--- src/rtl/core/sfas_pkg.sv ---
// Package for the single-precision add/subtract pipeline.
// Holds payload structs and shared constants; no dependencies.
package sfas_pkg;

  localparam int unsigned ExpBias = 127;
  localparam int unsigned PipeDepth = 4;

  typedef struct packed {
    logic [31:0] operand_a_bits;
    logic [31:0] operand_b_bits;
    logic        operation;
  } sfas_in_t;

  typedef struct packed {
    logic [31:0] result_bits;
    logic        range_flag;
  } sfas_out_t;

endpackage

--- src/rtl/core/single_float_add_subtract.sv ---
// Single-precision add/subtract, truncating, four register stages.
// The start transfer reaches the done strobe through the stage valid bits v1 to v4.
// Throughput: one operand pair per cycle; busy is never raised.
// Reset clears the stage valid bits only; payload registers are not reset.
// Stages: unpack and zero check, compare and align and add, count leading bits, shift and pack.
module single_float_add_subtract
  import sfas_pkg::*;
(
  input  logic      clk,
  input  logic      rst,
  input  logic      start,
  output logic      busy,
  input  sfas_in_t  operands,
  output logic      done,
  output sfas_out_t result
);

  // Stage 1 registers: unpacked operands.
  logic               v1;
  logic signed [31:0] fa1, fb1;
  logic signed [9:0]  ea1, eb1;
  logic               sub1, bypass1;
  logic [31:0]        bypval1;

  // Stage 2 registers: sum and exponent.
  logic               v2;
  logic signed [32:0] sum2;
  logic signed [10:0] e2;
  logic               bypass2;
  logic [31:0]        bypval2;

  // Stage 3 registers: magnitude and shift count.
  logic               v3;
  logic [31:0]        mag3;
  logic [4:0]         lz3;
  logic               neg3, zero3, bypass3;
  logic signed [10:0] e3;
  logic [31:0]        bypval3;

  // Stage 4 registers: packed result.
  logic               v4;
  sfas_out_t          res4;

  logic [31:0] a_in, b_in;
  logic        a_zero, b_zero;
  logic [30:0] mag_a, mag_b;

  assign busy = 1'b0;
  assign a_in = operands.operand_a_bits;
  assign b_in = operands.operand_b_bits;
  assign a_zero = (a_in[30:0] == 31'd0);
  assign b_zero = (b_in[30:0] == 31'd0);
  assign mag_a = {1'b1, a_in[22:0], 7'd0};
  assign mag_b = {1'b1, b_in[22:0], 7'd0};

  // Stage 1: unpack, signed fractions, zero bypass.
  always_ff @(posedge clk) begin
    if (rst) begin
      v1 <= 1'b0;
    end else begin
      v1 <= start;
    end
    fa1 <= a_in[31] ? -$signed({1'b0, mag_a}) : $signed({1'b0, mag_a});
    fb1 <= b_in[31] ? -$signed({1'b0, mag_b}) : $signed({1'b0, mag_b});
    ea1 <= $signed({2'b00, a_in[30:23]}) - 10'sd127;
    eb1 <= $signed({2'b00, b_in[30:23]}) - 10'sd127;
    sub1 <= operands.operation;
    bypass1 <= a_zero | b_zero;
    bypval1 <= a_zero ? (operands.operation ? {~b_in[31], b_in[30:0]} : b_in) : a_in;
  end

  // Stage 2: align the operand with the smaller exponent and add or subtract the halved fractions.
  logic signed [10:0] diff;
  logic [4:0]         sh;
  logic signed [31:0] al_a, al_b;
  logic signed [32:0] ha, hb;

  always_comb begin
    diff = {ea1[9], ea1} - {eb1[9], eb1};
    al_a = fa1;
    al_b = fb1;
    sh = 5'd0;
    if (diff > 0) begin
      sh = (diff > 11'sd31) ? 5'd31 : diff[4:0];
      al_b = fb1 >>> sh;
    end else if (diff < 0) begin
      sh = (diff < -11'sd31) ? 5'd31 : 5'(-diff);
      al_a = fa1 >>> sh;
    end
    ha = $signed({al_a[31], al_a}) >>> 1;
    hb = $signed({al_b[31], al_b}) >>> 1;
  end

  always_ff @(posedge clk) begin
    if (rst) begin
      v2 <= 1'b0;
    end else begin
      v2 <= v1;
    end
    sum2 <= sub1 ? ha - hb : ha + hb;
    e2 <= ((diff < 0) ? {eb1[9], eb1} : {ea1[9], ea1}) + 11'sd1;
    bypass2 <= bypass1;
    bypval2 <= bypval1;
  end

  // Stage 3: magnitude, top-bit fix and leading-zero count.
  logic [32:0] abs_s;
  logic [31:0] m;
  logic        top;
  logic [4:0]  lz;

  always_comb begin
    abs_s = sum2[32] ? 33'(-sum2) : 33'(sum2);
    top = abs_s[31];
    m = top ? abs_s[32:1] : abs_s[31:0];
    lz = 5'd0;
    for (int i = 0; i <= 30; i++) begin
      if (m[i]) begin
        lz = 5'(30 - i);
      end
    end
  end

  always_ff @(posedge clk) begin
    if (rst) begin
      v3 <= 1'b0;
    end else begin
      v3 <= v2;
    end
    mag3 <= m;
    lz3 <= lz;
    neg3 <= sum2[32];
    zero3 <= (sum2 == 33'sd0);
    e3 <= e2 + (top ? 11'sd1 : 11'sd0);
    bypass3 <= bypass2;
    bypval3 <= bypval2;
  end

  // Stage 4: normalize, pack and range check, or pass a bypass or zero result.
  logic [31:0]        nm;
  logic signed [10:0] bexp;

  always_comb begin
    nm = mag3 << lz3;
    bexp = e3 - 11'($unsigned({6'd0, lz3})) + 11'sd127;
  end

  always_ff @(posedge clk) begin
    if (rst) begin
      v4 <= 1'b0;
    end else begin
      v4 <= v3;
    end
    if (bypass3) begin
      res4 <= '{result_bits: bypval3, range_flag: 1'b0};
    end else if (zero3) begin
      res4 <= '{result_bits: 32'd0, range_flag: 1'b0};
    end else begin
      res4 <= '{result_bits: {neg3, bexp[7:0], nm[29:7]},
                range_flag: (bexp < 11'sd1) || (bexp > 11'sd254)};
    end
  end

  assign done = v4;
  assign result = res4;

  // A stage 3 valid always reaches done through the stage 4 valid register.
  assert property (@(posedge clk) disable iff (rst) v3 |=> done)
    else $error("done lost after stage 3");
  assert property (@(posedge clk) disable iff (rst)
    done && !$past(bypass3) && !$past(zero3) |-> $past(nm[30]))
    else $error("normalized magnitude lacks leading one");
  assert property (@(posedge clk) disable iff (rst)
    done && $past(zero3) && !$past(bypass3) |-> result.result_bits == 32'd0)
    else $error("zero sum not packed as +0");

endmodule

--- config.mk ---
export PLATFORM = sky130hd
export DESIGN_NAME = single_float_add_subtract
export DESIGN_NICKNAME = d
export VERILOG_FILES = /design/src/rtl/core/sfas_pkg.sv /design/src/rtl/core/single_float_add_subtract.sv
export SDC_FILE = /design/constraint.sdc
export NUM_CORES = 1
export LEC_CHECK = 0
export ABC_AREA = 1
export BUFFER_PORTS_ARGS = -buffer_cell sky130_fd_sc_hd__buf_2
export CORE_MARGIN = 2
export CORE_UTILIZATION = 30
export DETAILED_ROUTE_END_ITERATION = 8
export GPL_ROUTABILITY_DRIVEN = 0
export GPL_TIMING_DRIVEN = 0
export MAX_ROUTING_LAYER = met4
export SYNTH_ARGS = -nofsm -noshare
export SYNTH_HDL_FRONTEND = slang
export SYNTH_SLANG_ARGS = --single-unit
--- constraint.sdc ---
create_clock -name clk -period 13.15 [get_ports clk]
set_clock_uncertainty 0.2 [all_clocks]
set_input_delay 0 -clock clk [delete_from_list [all_inputs] [get_ports clk]]
set_output_delay 0 -clock clk [all_outputs]
set_load 0.1 [all_outputs]
==> results, run 1 <==
- The initial antenna violation count is 3.
- Derived from the worst setup path, the maximum achievable clock frequency is around 120 MHz.
- The slowest cell on the critical path is sky130_fd_sc_hd__xor2_1.
- The transition time at the pin with the least slew margin is roughly 0.77 ns.
- The worst slew margin relative to its limit is 48.1%.
- The clock reaches the later pin of the worst-skew pair after slightly below 0.6 ns.
- The area added between synthesis and finish is 22.0%.
- The average detailed-routed wire length per instance is 16.3 um.
- For this run, the detailed router's first-pass iteration total came to 6.
- The share of the synthesized area in the top cell type is between 30% and 40%.
- The clock network accounts for between 10% and 20% of the total power.
- Clock-pin slew was measured on the worst setup and hold paths at ~0.07 ns.
- Buffers inserted during clock tree synthesis total 29.
- The worst setup path is captured at a register.
- Row generation in the floorplan step produced ~90 rows.
- Tracing the worst setup path back leads to its startpoint at ea1[0]$_DFF_P_.
- The post-route setup TNS is 0 ns.
- The category of the critical setup timing path is reg2reg.
- The clock tree from TritonCTS is done.
- Summing over every cut layer, the via total after detailed routing is between 15000 and 20000.
- The detailed-route vias per instance is 4.96.
- The post-cts resize count is 0.
- From bottom edge to top edge, the die measures 249 um.
- Of the total power, the share spent switching nets is a little over 50%.
- After the first detailed-routing iteration, the DRC count stood at around 1700.
- The total leakage power is between 10 and 15 nW.
- The number of warnings reported in the yosys synthesis log is 0.
- The power density over the cells is about 250 nW/um2.
- The cell repeated most along the worst path is sky130_fd_sc_hd__inv_1.
- Input and output buffers added on the ports amount to 101.
- After detailed routing, the number of remaining DRC violations is 0.
- The die covers 62200 um2.
- In the finished design, the share of the clock period the worst path needs comes to between 60 and 70%.
- The largest fanout on the critical path is 10.
- For this run the aggregate overflow at the end of global routing stands at 0.
- Once the floorplan was initialized, standard cells occupied between 30 and 40% of the core.
- The dominant synthesized flop cell is sky130_fd_sc_hd__dfxtp_1.
- The count of pins over their slew limit was 0.
- Buffers inserted to repair hold after CTS numbered approximately 150.
- The flop-to-flop setup slack is about 5.1 ns.
- For this design the top-level I/O count stands at around 100.
- The distinct cell type count after synthesis is 61.
- The destination of the worst register-to-register timing path is sum2[28]$_DFF_P_.
- The capture point of the critical path is sum2[28]$_DFF_P_.
- Once detailed placement completed, the half-perimeter wirelength came to 48600 um.
- The data required time of the worst path is between 10 and 15 ns.
- The synthesized netlist net count is approximately 2800.
- The die is roughly 250 um wide.
- The remaining number of nets flagged by the antenna check after routing is 0.
- The largest net degree at the start of global routing is 16.
- In this run, synthesis inferred 0 flip-flops with an integrated enable.
- The max-cap violation count is 0.
- Global routing consumed, over all layers together, about a fifth of the routing resources.
- The startpoint identified for the worst register-to-register timing path is ea1[0]$_DFF_P_.
- The share of the yosys chip area belonging to registers is 32.8%.
- In the final design database the tool counted 3110 nets.
- The number of hold violations in the final report was 0.
- Once routing completed, OpenROAD measured the worst setup slack at 5.09 ns.
- The worst reg2reg path depth is about 40.
- The via count of the first global-routing pass came to ~18000.
- The run finished with clean final reports.
- After synthesis, the cell types taking the most area are sky130_fd_sc_hd__dfxtp_1 33%, sky130_fd_sc_hd__nand2_1 15%, sky130_fd_sc_hd__nand3_1 7.0%.
- The first global-routing pass estimated between 90000 and 100000 um of wire.
- The placeable core region is roughly 60000 um2.
- The buffer type at the clock tree root is sky130_fd_sc_hd__clkbuf_16.
- The register bit total from synthesis is 296.
- Counting flops with an async set or reset pin after synthesis yields a share of 0%.
- The setup slack after placement is 5.34 ns.
- For this block, the routed nets add up to between 60000 and 70000 um of wire.
- The cell count after synthesis is ~2700.
- The worst min-delay path class is in2reg.
- The clock passes through at most 3 buffers.
- The maximum vdd ir drop is between 0.00015 and 0.0002 V.
- The average instance in the mapped netlist occupies between 6 and 7 um2.
- On the worst path, the slowest cell contributes a delay of 0.55 ns.
- The design internal power is roughly 0.0026 W.
- The arrival time at the worst endpoint is 8.32 ns.
- Summed over all nets, the switching power comes to ~0.0028 W.
- The number of cells in the finished layout apart from fillers is roughly 3800.
- The share of total power dissipated in combinational logic is about three fifths.
- CTS built an H-tree with a depth of 1.
- Subtracting the final worst setup slack from the clock period gives approximately 8.1 ns.
- The number of setup violations in the final report is 0.
- The combined area of all synthesized cells is between 15000 and 20000 um2.
- The worst setup path is launched from a register.
- Setup repair after global routing left no endpoint under its margin.
- Sequential cells burn about a quarter of the power.
- After detailed placement, the design holds a cell count of 3562.
- The count of buffers added by post-CTS timing repair for setup is 0.
- The most area-hungry cell type in the Yosys netlist is sky130_fd_sc_hd__dfxtp_1.
- Cells with a size suffix above 1 make up under 10% of the layout.
- The count of clock tree sinks is 296.
## registers in the layout (all words and copies together), names as in the netlist, 5 cells and up
signal / flops
result: 33
bypval1: 32
bypval2: 32
bypval3: 32
sum2: 32
mag3: 30
fa1: 25
fb1: 25
e2: 11
e3: 11
ea1: 9
eb1: 9
lz3: 5
## area by class of cell
type	count	area [um2]
clock inverter	16	235
fill	6262	37200
timing repair buffer	249	1990
multi-input combinational	1983	10500
tap	773	967
sequential	296	5930
antenna	2	5.00
clock buffer	35	788
buffer	101	467
inverter	308	1160
## cell usage after synthesis (4+ instances only)
cell type / count
sky130_fd_sc_hd__clkinv_1: 4
sky130_fd_sc_hd__nand2_1: 715
sky130_fd_sc_hd__a21o_1: 4
sky130_fd_sc_hd__clkbuf_1: 71
sky130_fd_sc_hd__o21bai_1: 16
sky130_fd_sc_hd__inv_1: 292
sky130_fd_sc_hd__nand2_2: 4
sky130_fd_sc_hd__nand4_1: 19
sky130_fd_sc_hd__nand3_1: 251
sky130_fd_sc_hd__mux2i_1: 8
sky130_fd_sc_hd__xor2_1: 119
sky130_fd_sc_hd__nor3_1: 28
sky130_fd_sc_hd__ha_1: 71
sky130_fd_sc_hd__a31oi_1: 11
sky130_fd_sc_hd__o21ai_1: 15
sky130_fd_sc_hd__o221ai_1: 15
sky130_fd_sc_hd__dfxtp_1: 296
sky130_fd_sc_hd__or2_2: 7
sky130_fd_sc_hd__a21oi_1: 87
sky130_fd_sc_hd__buf_6: 8
sky130_fd_sc_hd__nand3b_1: 17
sky130_fd_sc_hd__buf_1: 8
sky130_fd_sc_hd__o21ai_2: 8
sky130_fd_sc_hd__o21ai_0: 243
sky130_fd_sc_hd__o21a_1: 4
sky130_fd_sc_hd__o22ai_1: 6
sky130_fd_sc_hd__nand3_2: 4
sky130_fd_sc_hd__nor4_1: 11
sky130_fd_sc_hd__o211ai_1: 18
sky130_fd_sc_hd__buf_2: 10
sky130_fd_sc_hd__inv_2: 10
sky130_fd_sc_hd__buf_4: 4
sky130_fd_sc_hd__o31ai_1: 7
sky130_fd_sc_hd__a211oi_1: 8
sky130_fd_sc_hd__xnor2_1: 40
sky130_fd_sc_hd__nor2_1: 207
## cell families after synthesis
group	synth area share, %
simple gates	30.1
compound gates	14.7
buf+inv	9.01
flops	32.8
xor+xnor	7.70
fa+ha+maj	5.25
mux	0.443
other cells	0.0207
## worst max-delay path, delay by kind of cell, from the launching register on
kind / cells / cell delay [ns]
buffers and inverters: 9 / 0.98
XOR/XNOR: 2 / 0.71
AND/OR/NAND/NOR: 12 / 1.95
AO/OA/AOI/OAI: 14 / 2.65
adder cells (fa/ha/maj): 3 / 0.95
multiplexers: 1 / 0.18
flip-flops: 1 / 0.31
## layout by cell type (no fill, tap or decap), types with 29 or more instances in the layout
cell,synthesis,final
sky130_fd_sc_hd__xor2_1,119,119
sky130_fd_sc_hd__dlygate4sd3_1,0,148
sky130_fd_sc_hd__buf_2,10,111
sky130_fd_sc_hd__ha_1,71,71
sky130_fd_sc_hd__inv_1,292,292
sky130_fd_sc_hd__dfxtp_1,296,296
sky130_fd_sc_hd__nor2_1,207,207
sky130_fd_sc_hd__nand3_1,251,251
sky130_fd_sc_hd__xnor2_1,40,40
sky130_fd_sc_hd__a21oi_1,87,87
sky130_fd_sc_hd__o21ai_0,243,243
sky130_fd_sc_hd__clkbuf_1,71,73
sky130_fd_sc_hd__nand2_1,715,715
sky130_fd_sc_hd__clkbuf_16,0,29
## power by group through the flow
stage | clock, W | combinational (W) | sequential, W
5_1_grt | 0.000941 | 0.00364 | 0.00129
2_1_floorplan | 0 | 0.00201 | 0.00163
6_report | 0.000888 | 0.00328 | 0.00127
4_1_cts | 0.000904 | 0.00324 | 0.00127
3_5_place_dp | 0 | 0.00319 | 0.00129
3_3_place_gp | 0 | 0.00319 | 0.00128
## metrics by stage
step	total power, W	utilization (%)	area [um2]	hold WS, ns
floorplan	0.00365	-	18100	-0.172
global placement	0.00447	33.0	19500	-0.0820
detailed placement	0.00447	33.0	19500	-0.0792
CTS	0.00541	37.2	22100	0.00752
global route	0.00587	37.2	22100	0.0463
finish	0.00544	37.2	22100	0.0275
## metal layers
layer / GRT usage (%) / vias to the layer above / share of wire [%] / routed length, um
li1: - / 9318 / - / -
met1: 25.7 / 8359 / 45 / 27500
met2: 30.9 / 780 / 44 / 26800
met3: 2.78 / 202 / 6.8 / 4150
met4: 8.49 / 0 / 5.0 / 3050
met5: - / - / 0 / 0
## worst min path at each step
stage	from	endpoint	slack [ns]	cells past startpoint
2_1_floorplan	operands[64]	fa1[31]$_SDFF_PN0_	-0.17	0
3_3_place_gp	operands[64]	fa1[31]$_SDFF_PN0_	-0.08	1
3_5_place_dp	operands[64]	fa1[31]$_SDFF_PN0_	-0.08	1
4_1_cts	operands[63]	ea1[7]$_DFF_P_	0.008	3
5_1_grt	operands[35]	bypval1[2]$_DFF_P_	0.05	3
6_report	operands[35]	fa1[9]$_DFF_P_	0.03	4
No activity file was read; power rests on OpenSTA's default activity.
==> run 2: changes to the inputs <==
clock period = 7.7 ns   (was 13.15 ns; I/O delays follow)
==> run 2 against run 1 <==
First-iteration DRC count decreased by 3.3%. Global-route usage about the same. Hold slack got worse by 0.0023 ns. Sequential cell count unchanged. Die area unchanged. Critical path type unchanged. Largest cell class unchanged. Setup slack got worse by 4.5 ns. Non-clock buffer count increased by 2. Clock power increased by 71%. Power increased by 72%. Combinational power increased by 72%. Maximum frequency increased by 13%.
==> results, run 2 (same netlist as run 1, synthesis figures left out) <==
- The flow ran to the end, and the final reports show no timing, DRC or antenna violations.
- The category of the critical setup timing path is reg2reg.
- The library cell used most frequently in the layout, excluding fill and tap cells, is sky130_fd_sc_hd__nand2_1.
- The area added between synthesis and finish is 22.6%.
- The final worst-path setup slack is 0.581 ns (-4.51 ns).
- The total global routing track utilization is 19.8% (about the same).
- The arrival time at the worst endpoint was 7.38 ns (-0.94 ns).
- The number of nets in the layout is 3112 (+0.064%).
- The transition time at the pin with the least slew margin came to 0.894 ns (+0.123 ns).
- The slowest stage of the critical path is the sky130_fd_sc_hd__fa_1 cell.
- The share of cells above drive strength 1 was 8.26% (+0.70 points).
- The number of design rule violations left after detail routing is 0 (unchanged).
- The number of cells in the finished layout apart from fillers is 3766 (+0.080%).
- The count of clock tree sinks came to 296 (unchanged).
- The clock tree from TritonCTS is done.
- The number of violations reported at the end of detailed-routing iteration 0 is 1666 (-3.3%).
- The die outline area is 62200 um2 (unchanged).
- The total leakage power is 10.4 nW (+0.41%).
- The shortest period the worst path allows is 7.12 ns (-0.941 ns).
- The die outline height came to 249 um (unchanged).
- The worst min-delay path class is in2reg.
- The average detailed-routed wire length per instance is 16.3 um (about the same).
- The number of top-level pins is 103 (unchanged).
- The max-cap violation count is 0 (unchanged).
- The via count of the first global-routing pass is 17800 (-0.028%).
- The placeable core region was 59200 um2 (unchanged).
- The maximum vdd ir drop is 0.000284 V (+71%).
- The share of the clock period used by the worst path after layout is 92.5% (+31 points).
- The total wire length after detailed routing is 61500 um (+0.10%).
- The critical path's largest stage delay came to 0.41 ns (-0.14 ns).
- The maximum buffer depth of the clock tree is 3 (unchanged).
- The floorplan die width is 249 um (unchanged).
- The count of port buffers added during placement is 101 (unchanged).
- The placed instance area is 19500 um2 (unchanged).
- The maximum level of the CTS H-tree is 1 (unchanged).
- The type of element launching the critical path is a register.
- The remaining number of nets flagged by the antenna check after routing was 0 (unchanged).
- The highest attainable clock frequency is 140 MHz (+13%).
- The setup slack after placement is -0.109 ns (-5.45 ns).
- The capturing element type of the critical path is a register.
- The worst slew margin relative to its limit is 39.8% (-8.3 points).
- The number of placed cells counting well taps came to 3562 (unchanged).
- The data required time of the worst path is 7.96 ns (-5.45 ns).
- The number of flip-flops under the largest register name is 33 (unchanged).
- The via count of the routed design is 18700 (-0.011%).
- The number of placement rows is 89 (unchanged).
- The total congestion overflow is 0 (unchanged).
- The count of pins over their slew limit is 0 (unchanged).
- Setup repair after global routing left no endpoint under its margin.
- The power density over the cells is 421 nW/um2 (+71%).
- The first-pass GRT wire length came to 96500 um (about the same).
- The number of hold violations in the final report was 0 (unchanged).
- The buffer type at the clock tree root is sky130_fd_sc_hd__clkbuf_16.
- The number of buffers created by CTS is 29 (unchanged).
- The filler cell count is 6258 (-0.064%).
- The source-to-sink clock delay at the later pin of the worst-skew pair is 0.59 ns (about the same).
- The HPWL after detailed placement was 48600 um (unchanged).
- The cell repeated most along the worst path is sky130_fd_sc_hd__inv_1.
- The post-layout instance area is 22200 um2 (+0.49%).
- The clock transition at the register clock pins on the worst setup and hold paths after CTS was 0.07 ns (about the same).
- The detailed-route vias per instance is 4.95 (about the same).
- The effective utilization at floorplan is 30.5% (unchanged).
- The iteration count of the initial detailed-routing pass is 6 (unchanged).
- The utilization after layout is 37.4% (+0.18 points).
- The number of setup violations in the final report is 0 (unchanged).
- The largest fanout on the critical path is 10 (unchanged).
- The flop-to-flop setup slack is 0.58 ns (-4.51 ns).
- The largest net degree at the start of global routing came to 16 (unchanged).
- The initial antenna violation count is 3 (unchanged).
- In the layout the commonest cells are 715 x sky130_fd_sc_hd__nand2_1, 296 x sky130_fd_sc_hd__dfxtp_1, 291 x sky130_fd_sc_hd__inv_1, 251 x sky130_fd_sc_hd__nand3_1, 237 x sky130_fd_sc_hd__o21ai_0.
- The final hold slack is 0.0253 ns (-0.00228 ns).
[run 2: power by group]
group / internal (W) / total, W / leakage (nW) / switching [W]
Clock: 0.000874 / 0.00152 / 0.493 / 0.000646
Combinational: 0.00170 / 0.00565 / 7.45 / 0.00395
Sequential: 0.00195 / 0.00217 / 2.49 / 0.000220
[run 2: worst max-delay path, delay by kind of cell (launching register included)]
| kind | cells | cell delay (ns) |
|---|---|---|
| compound gates | 14 | 2.27 |
| simple gates | 11 | 1.67 |
| buf+inv | 9 | 0.91 |
| fa+ha+maj | 3 | 0.89 |
| xor+xnor | 2 | 0.49 |
| flops | 1 | 0.31 |
| mux | 1 | 0.26 |
[run 2: repair_timing]
item,in CTS,in global routing
hold buffers,148,0
buffers inserted,1,1
resized for setup,3,35
endpoints found under the setup margin,2,6
hold endpoints to repair,106,0
pin swaps,1,2
[run 2: metrics by stage]
stage                     total power, W  setup TNS, ns
after global placement           0.00764         -0.263
after detailed placement         0.00764         -0.212
after global routing              0.0101              0
after floorplan                  0.00623              0
after CTS                        0.00925              0
final                            0.00934              0
[run 2: path summary, 6_finish.rpt]
| kind | startpoint | end | depth (start not counted) |
|---|---|---|---|
| setup / recovery | ea1[0]$_DFF_P_ | sum2[28]$_DFF_P_ | 40 |
| hold / removal | operands[35] | fa1[9]$_DFF_P_ | 4 |
| setup reg to reg | ea1[0]$_DFF_P_ | sum2[28]$_DFF_P_ | 40 |
| hold reg to reg | bypval2[11]$_DFF_P_ | bypval3[11]$_DFF_P_ | 0 |
[run 2: metal layers]
layer	part of all wire, %	wire, um	vias up	global-route usage, %
met2	43	26700	719	30.9
met1	45	27700	8425	25.7
met3	6.6	4060	194	2.78
met5	0	0	-	-
met4	5.0	3050	0	8.49
li1	-	-	9319	-
[run 2: layout make-up]
cell class	count	area (um2)	area share, %
multi-input combinational	1983	10600	47.8
sequential	296	5930	26.7
timing repair buffer	251	2000	9.03
inverter	308	1160	5.24
tap	773	967	4.36
clock buffer	35	788	3.56
buffer	101	477	2.15
clock inverter	16	235	1.06
antenna	3	7.51	0.0339
==> run 3: changes to the inputs <==
CTS_BUF_LIST = sky130_fd_sc_hd__clkbuf_8 sky130_fd_sc_hd__clkbuf_16   (was unset)
==> run 3 against run 2 <==
Final cell count did not move. Hold slack barely moved. Non-clock buffer count unchanged. Clock-buffer cell count shrank 2. Clock power barely moved. Routed wire length hardly changed. Sequential share of layout area is the same.
==> results, run 3 (same netlist as run 1, synthesis figures left out) <==
- The placeable core region is 59200 um2 (unchanged).
- The number of setup violations in the final report is 0 (unchanged).
- The filler cell count is 6258 (unchanged).
- The transition time at the pin with the least slew margin is 0.894 ns (unchanged).
- The iteration count of the initial detailed-routing pass is 6 (unchanged).
- The total global routing track utilization came to 19.8% (unchanged).
- The clock tree from TritonCTS is done.
- The via count of the routed design was 18700 (+0.016%).
- The post-route setup TNS was 0 ns (unchanged).
- The number of violations reported at the end of detailed-routing iteration 0 was 1667 (+0.060%).
- The max-cap violation count is 0 (unchanged).
- The startpoint of the worst-slack reg-to-reg timing path is ea1[0]$_DFF_P_.
- Tracing the worst setup path back leads to its startpoint at ea1[0]$_DFF_P_.
- The data required time of the worst path is 7.96 ns (about the same).
- The number of design rule violations left after detail routing is 0 (unchanged).
- The initial antenna violation count is 3 (unchanged).
- In this design, the critical path's most frequently occurring cell is sky130_fd_sc_hd__inv_1.
- The source-to-sink clock delay at the later pin of the worst-skew pair is 0.59 ns (about the same).
- The total leakage power came to 10.4 nW (about the same).
- The clock transition at the register clock pins on the worst setup and hold paths after CTS is 0.07 ns (about the same).
- The cell sitting at the root of the clock tree is a sky130_fd_sc_hd__clkbuf_16.
- The number of buffers created by CTS came to 29 (unchanged).
- The die outline height is 249 um (unchanged).
- The average detailed-routed wire length per instance is 16.3 um (about the same).
- The flow ran to the end, and the final reports show no timing, DRC or antenna violations.
- The highest attainable clock frequency is 140 MHz (about the same).
- The number of placement rows is 89 (unchanged).
- The critical path is of the reg2reg type.
- The total wire length after detailed routing is 61500 um (about the same).
- The post-layout instance area came to 22200 um2 (unchanged).
- The largest net degree at the start of global routing came to 16 (unchanged).
- The arrival time at the worst endpoint is 7.38 ns (about the same).
- The count of clock tree sinks is 296 (unchanged).
- The count of port buffers added during placement was 101 (unchanged).
- The slowest stage of the critical path is the sky130_fd_sc_hd__fa_1 cell.
- The total area of multi-input combinational cells is 10600 um2 (unchanged).
- The share of cells above drive strength 1 is 8.26% (unchanged).
- The worst slew margin relative to its limit came to 39.8% (unchanged).
- The detailed-route vias per instance is 4.95 (about the same).
- The placed instance area is 19500 um2 (unchanged).
- The type of element launching the critical path is a register.
- The first-pass GRT wire length is 96500 um (unchanged).
- The floorplan die width was 249 um (unchanged).
- The area added between synthesis and finish came to 22.6% (unchanged).
- The maximum level of the CTS H-tree is 1 (unchanged).
- The most common cell after layout, fill and taps aside is sky130_fd_sc_hd__nand2_1.
- The number of top-level pins is 103 (unchanged).
- The capturing element type of the critical path is a register.
- The count of pins over their slew limit is 0 (unchanged).
- The critical path's largest stage delay is 0.41 ns (about the same).
- The total congestion overflow is 0 (unchanged).
- The power density over the cells is 421 nW/um2 (about the same).
- The number of nets in the layout came to 3112 (unchanged).
- The maximum vdd ir drop is 0.000284 V (about the same).
- The worst hold path begins at operands[35].
- The shortest period the worst path allows is 7.12 ns (+0.00108 ns).
- The maximum buffer depth of the clock tree was 3 (unchanged).
- The library cells used most frequently in the layout, excluding fill and tap cells, are 715 x sky130_fd_sc_hd__nand2_1, 296 x sky130_fd_sc_hd__dfxtp_1, 293 x sky130_fd_sc_hd__inv_1, 251 x sky130_fd_sc_hd__nand3_1, 237 x sky130_fd_sc_hd__o21ai_0.
- The sequential cell area was 5930 um2 (unchanged).
- The number of hold violations in the final report is 0 (unchanged).
- The HPWL after detailed placement is 48600 um (unchanged).
- The largest fanout on the critical path was 10 (unchanged).
- The effective utilization at floorplan is 30.5% (unchanged).
- The die outline area is 62200 um2 (unchanged).
- The post-route total power is 0.00934 W (about the same).
- The share of the clock period used by the worst path after layout is 92.5% (about the same).
- The worst hold path belongs to the class in2reg.
- The via count of the first global-routing pass is 17800 (unchanged).
- Setup repair after global routing left no endpoint under its margin.
- The number of flip-flops under the largest register name was 33 (unchanged).
- The remaining number of nets flagged by the antenna check after routing is 0 (unchanged).
## run 3: cell types whose count changed in the layout (fill, tap and decap cells not counted), sizes merged
| cell | before | now |
|---|---|---|
| clkbuf | 106 | 104 |
| inv | 307 | 309 |
## run 3: repair_timing
item,CTS,global route
hold buffers,148,0
endpoints found under the hold margin,106,0
pin swaps,1,2
setup endpoints to repair,2,6
gates resized for setup,3,35
buffers inserted,1,1
## run 3: where the power goes
part           internal, W  total (W)  switching (W)
logic              0.00170    0.00565        0.00395
clock network     0.000871    0.00152       0.000646
registers          0.00195    0.00217       0.000220
total              0.00452    0.00934        0.00482
## run 3: final cells by class
type / count / area share, %
diodes: 3 / 0.0339
multi-input cells: 1983 / 47.8
flip-flops and latches: 296 / 26.7
clock inverters: 18 / 1.10
plain buffers: 101 / 2.15
well taps: 773 / 4.36
repair buffers: 251 / 9.03
clock buffers: 33 / 3.52
inverters: 308 / 5.24
## run 3: worst max-delay path: cells and delay by family, from the launching register on
kind | cells | cell delay, ns
simple gates | 11 | 1.67
fa+ha+maj | 3 | 0.89
buf+inv | 9 | 0.91
compound gates | 14 | 2.27
xor+xnor | 2 | 0.49
flops | 1 | 0.31
mux | 1 | 0.26
## run 3: worst paths after layout
check                             end  slack (ns)  cells past startpoint
setup / recovery     sum2[28]$_DFF_P_        0.58                     40
hold / removal         fa1[9]$_DFF_P_        0.03                      4
setup reg to reg     sum2[28]$_DFF_P_        0.58                     40
hold reg to reg   bypval3[11]$_DFF_P_        0.12                      0
## run 3: through the flow
step / instances / worst slack, ns / util, % / hold slack [ns]
2_1_floorplan: 2688 / 1.57 / - / -0.172
3_3_place_gp: 3562 / -0.141 / 33.0 / -0.0820
3_5_place_dp: 3562 / -0.109 / 33.0 / -0.0792
4_1_cts: 3762 / 0.0506 / 37.3 / 0.00752
5_1_grt: 3765 / 0.00562 / 37.4 / 0.0463
6_report: 3766 / 0.580 / 37.4 / 0.0253
## run 3: routing by layer
metal	vias to the layer above	wire (um)	global-route usage, %
met2	727	26800	30.9
met4	0	3050	8.49
met1	8419	27600	25.7
met5	-	0	-
met3	194	4090	2.78
li1	9320	-	-
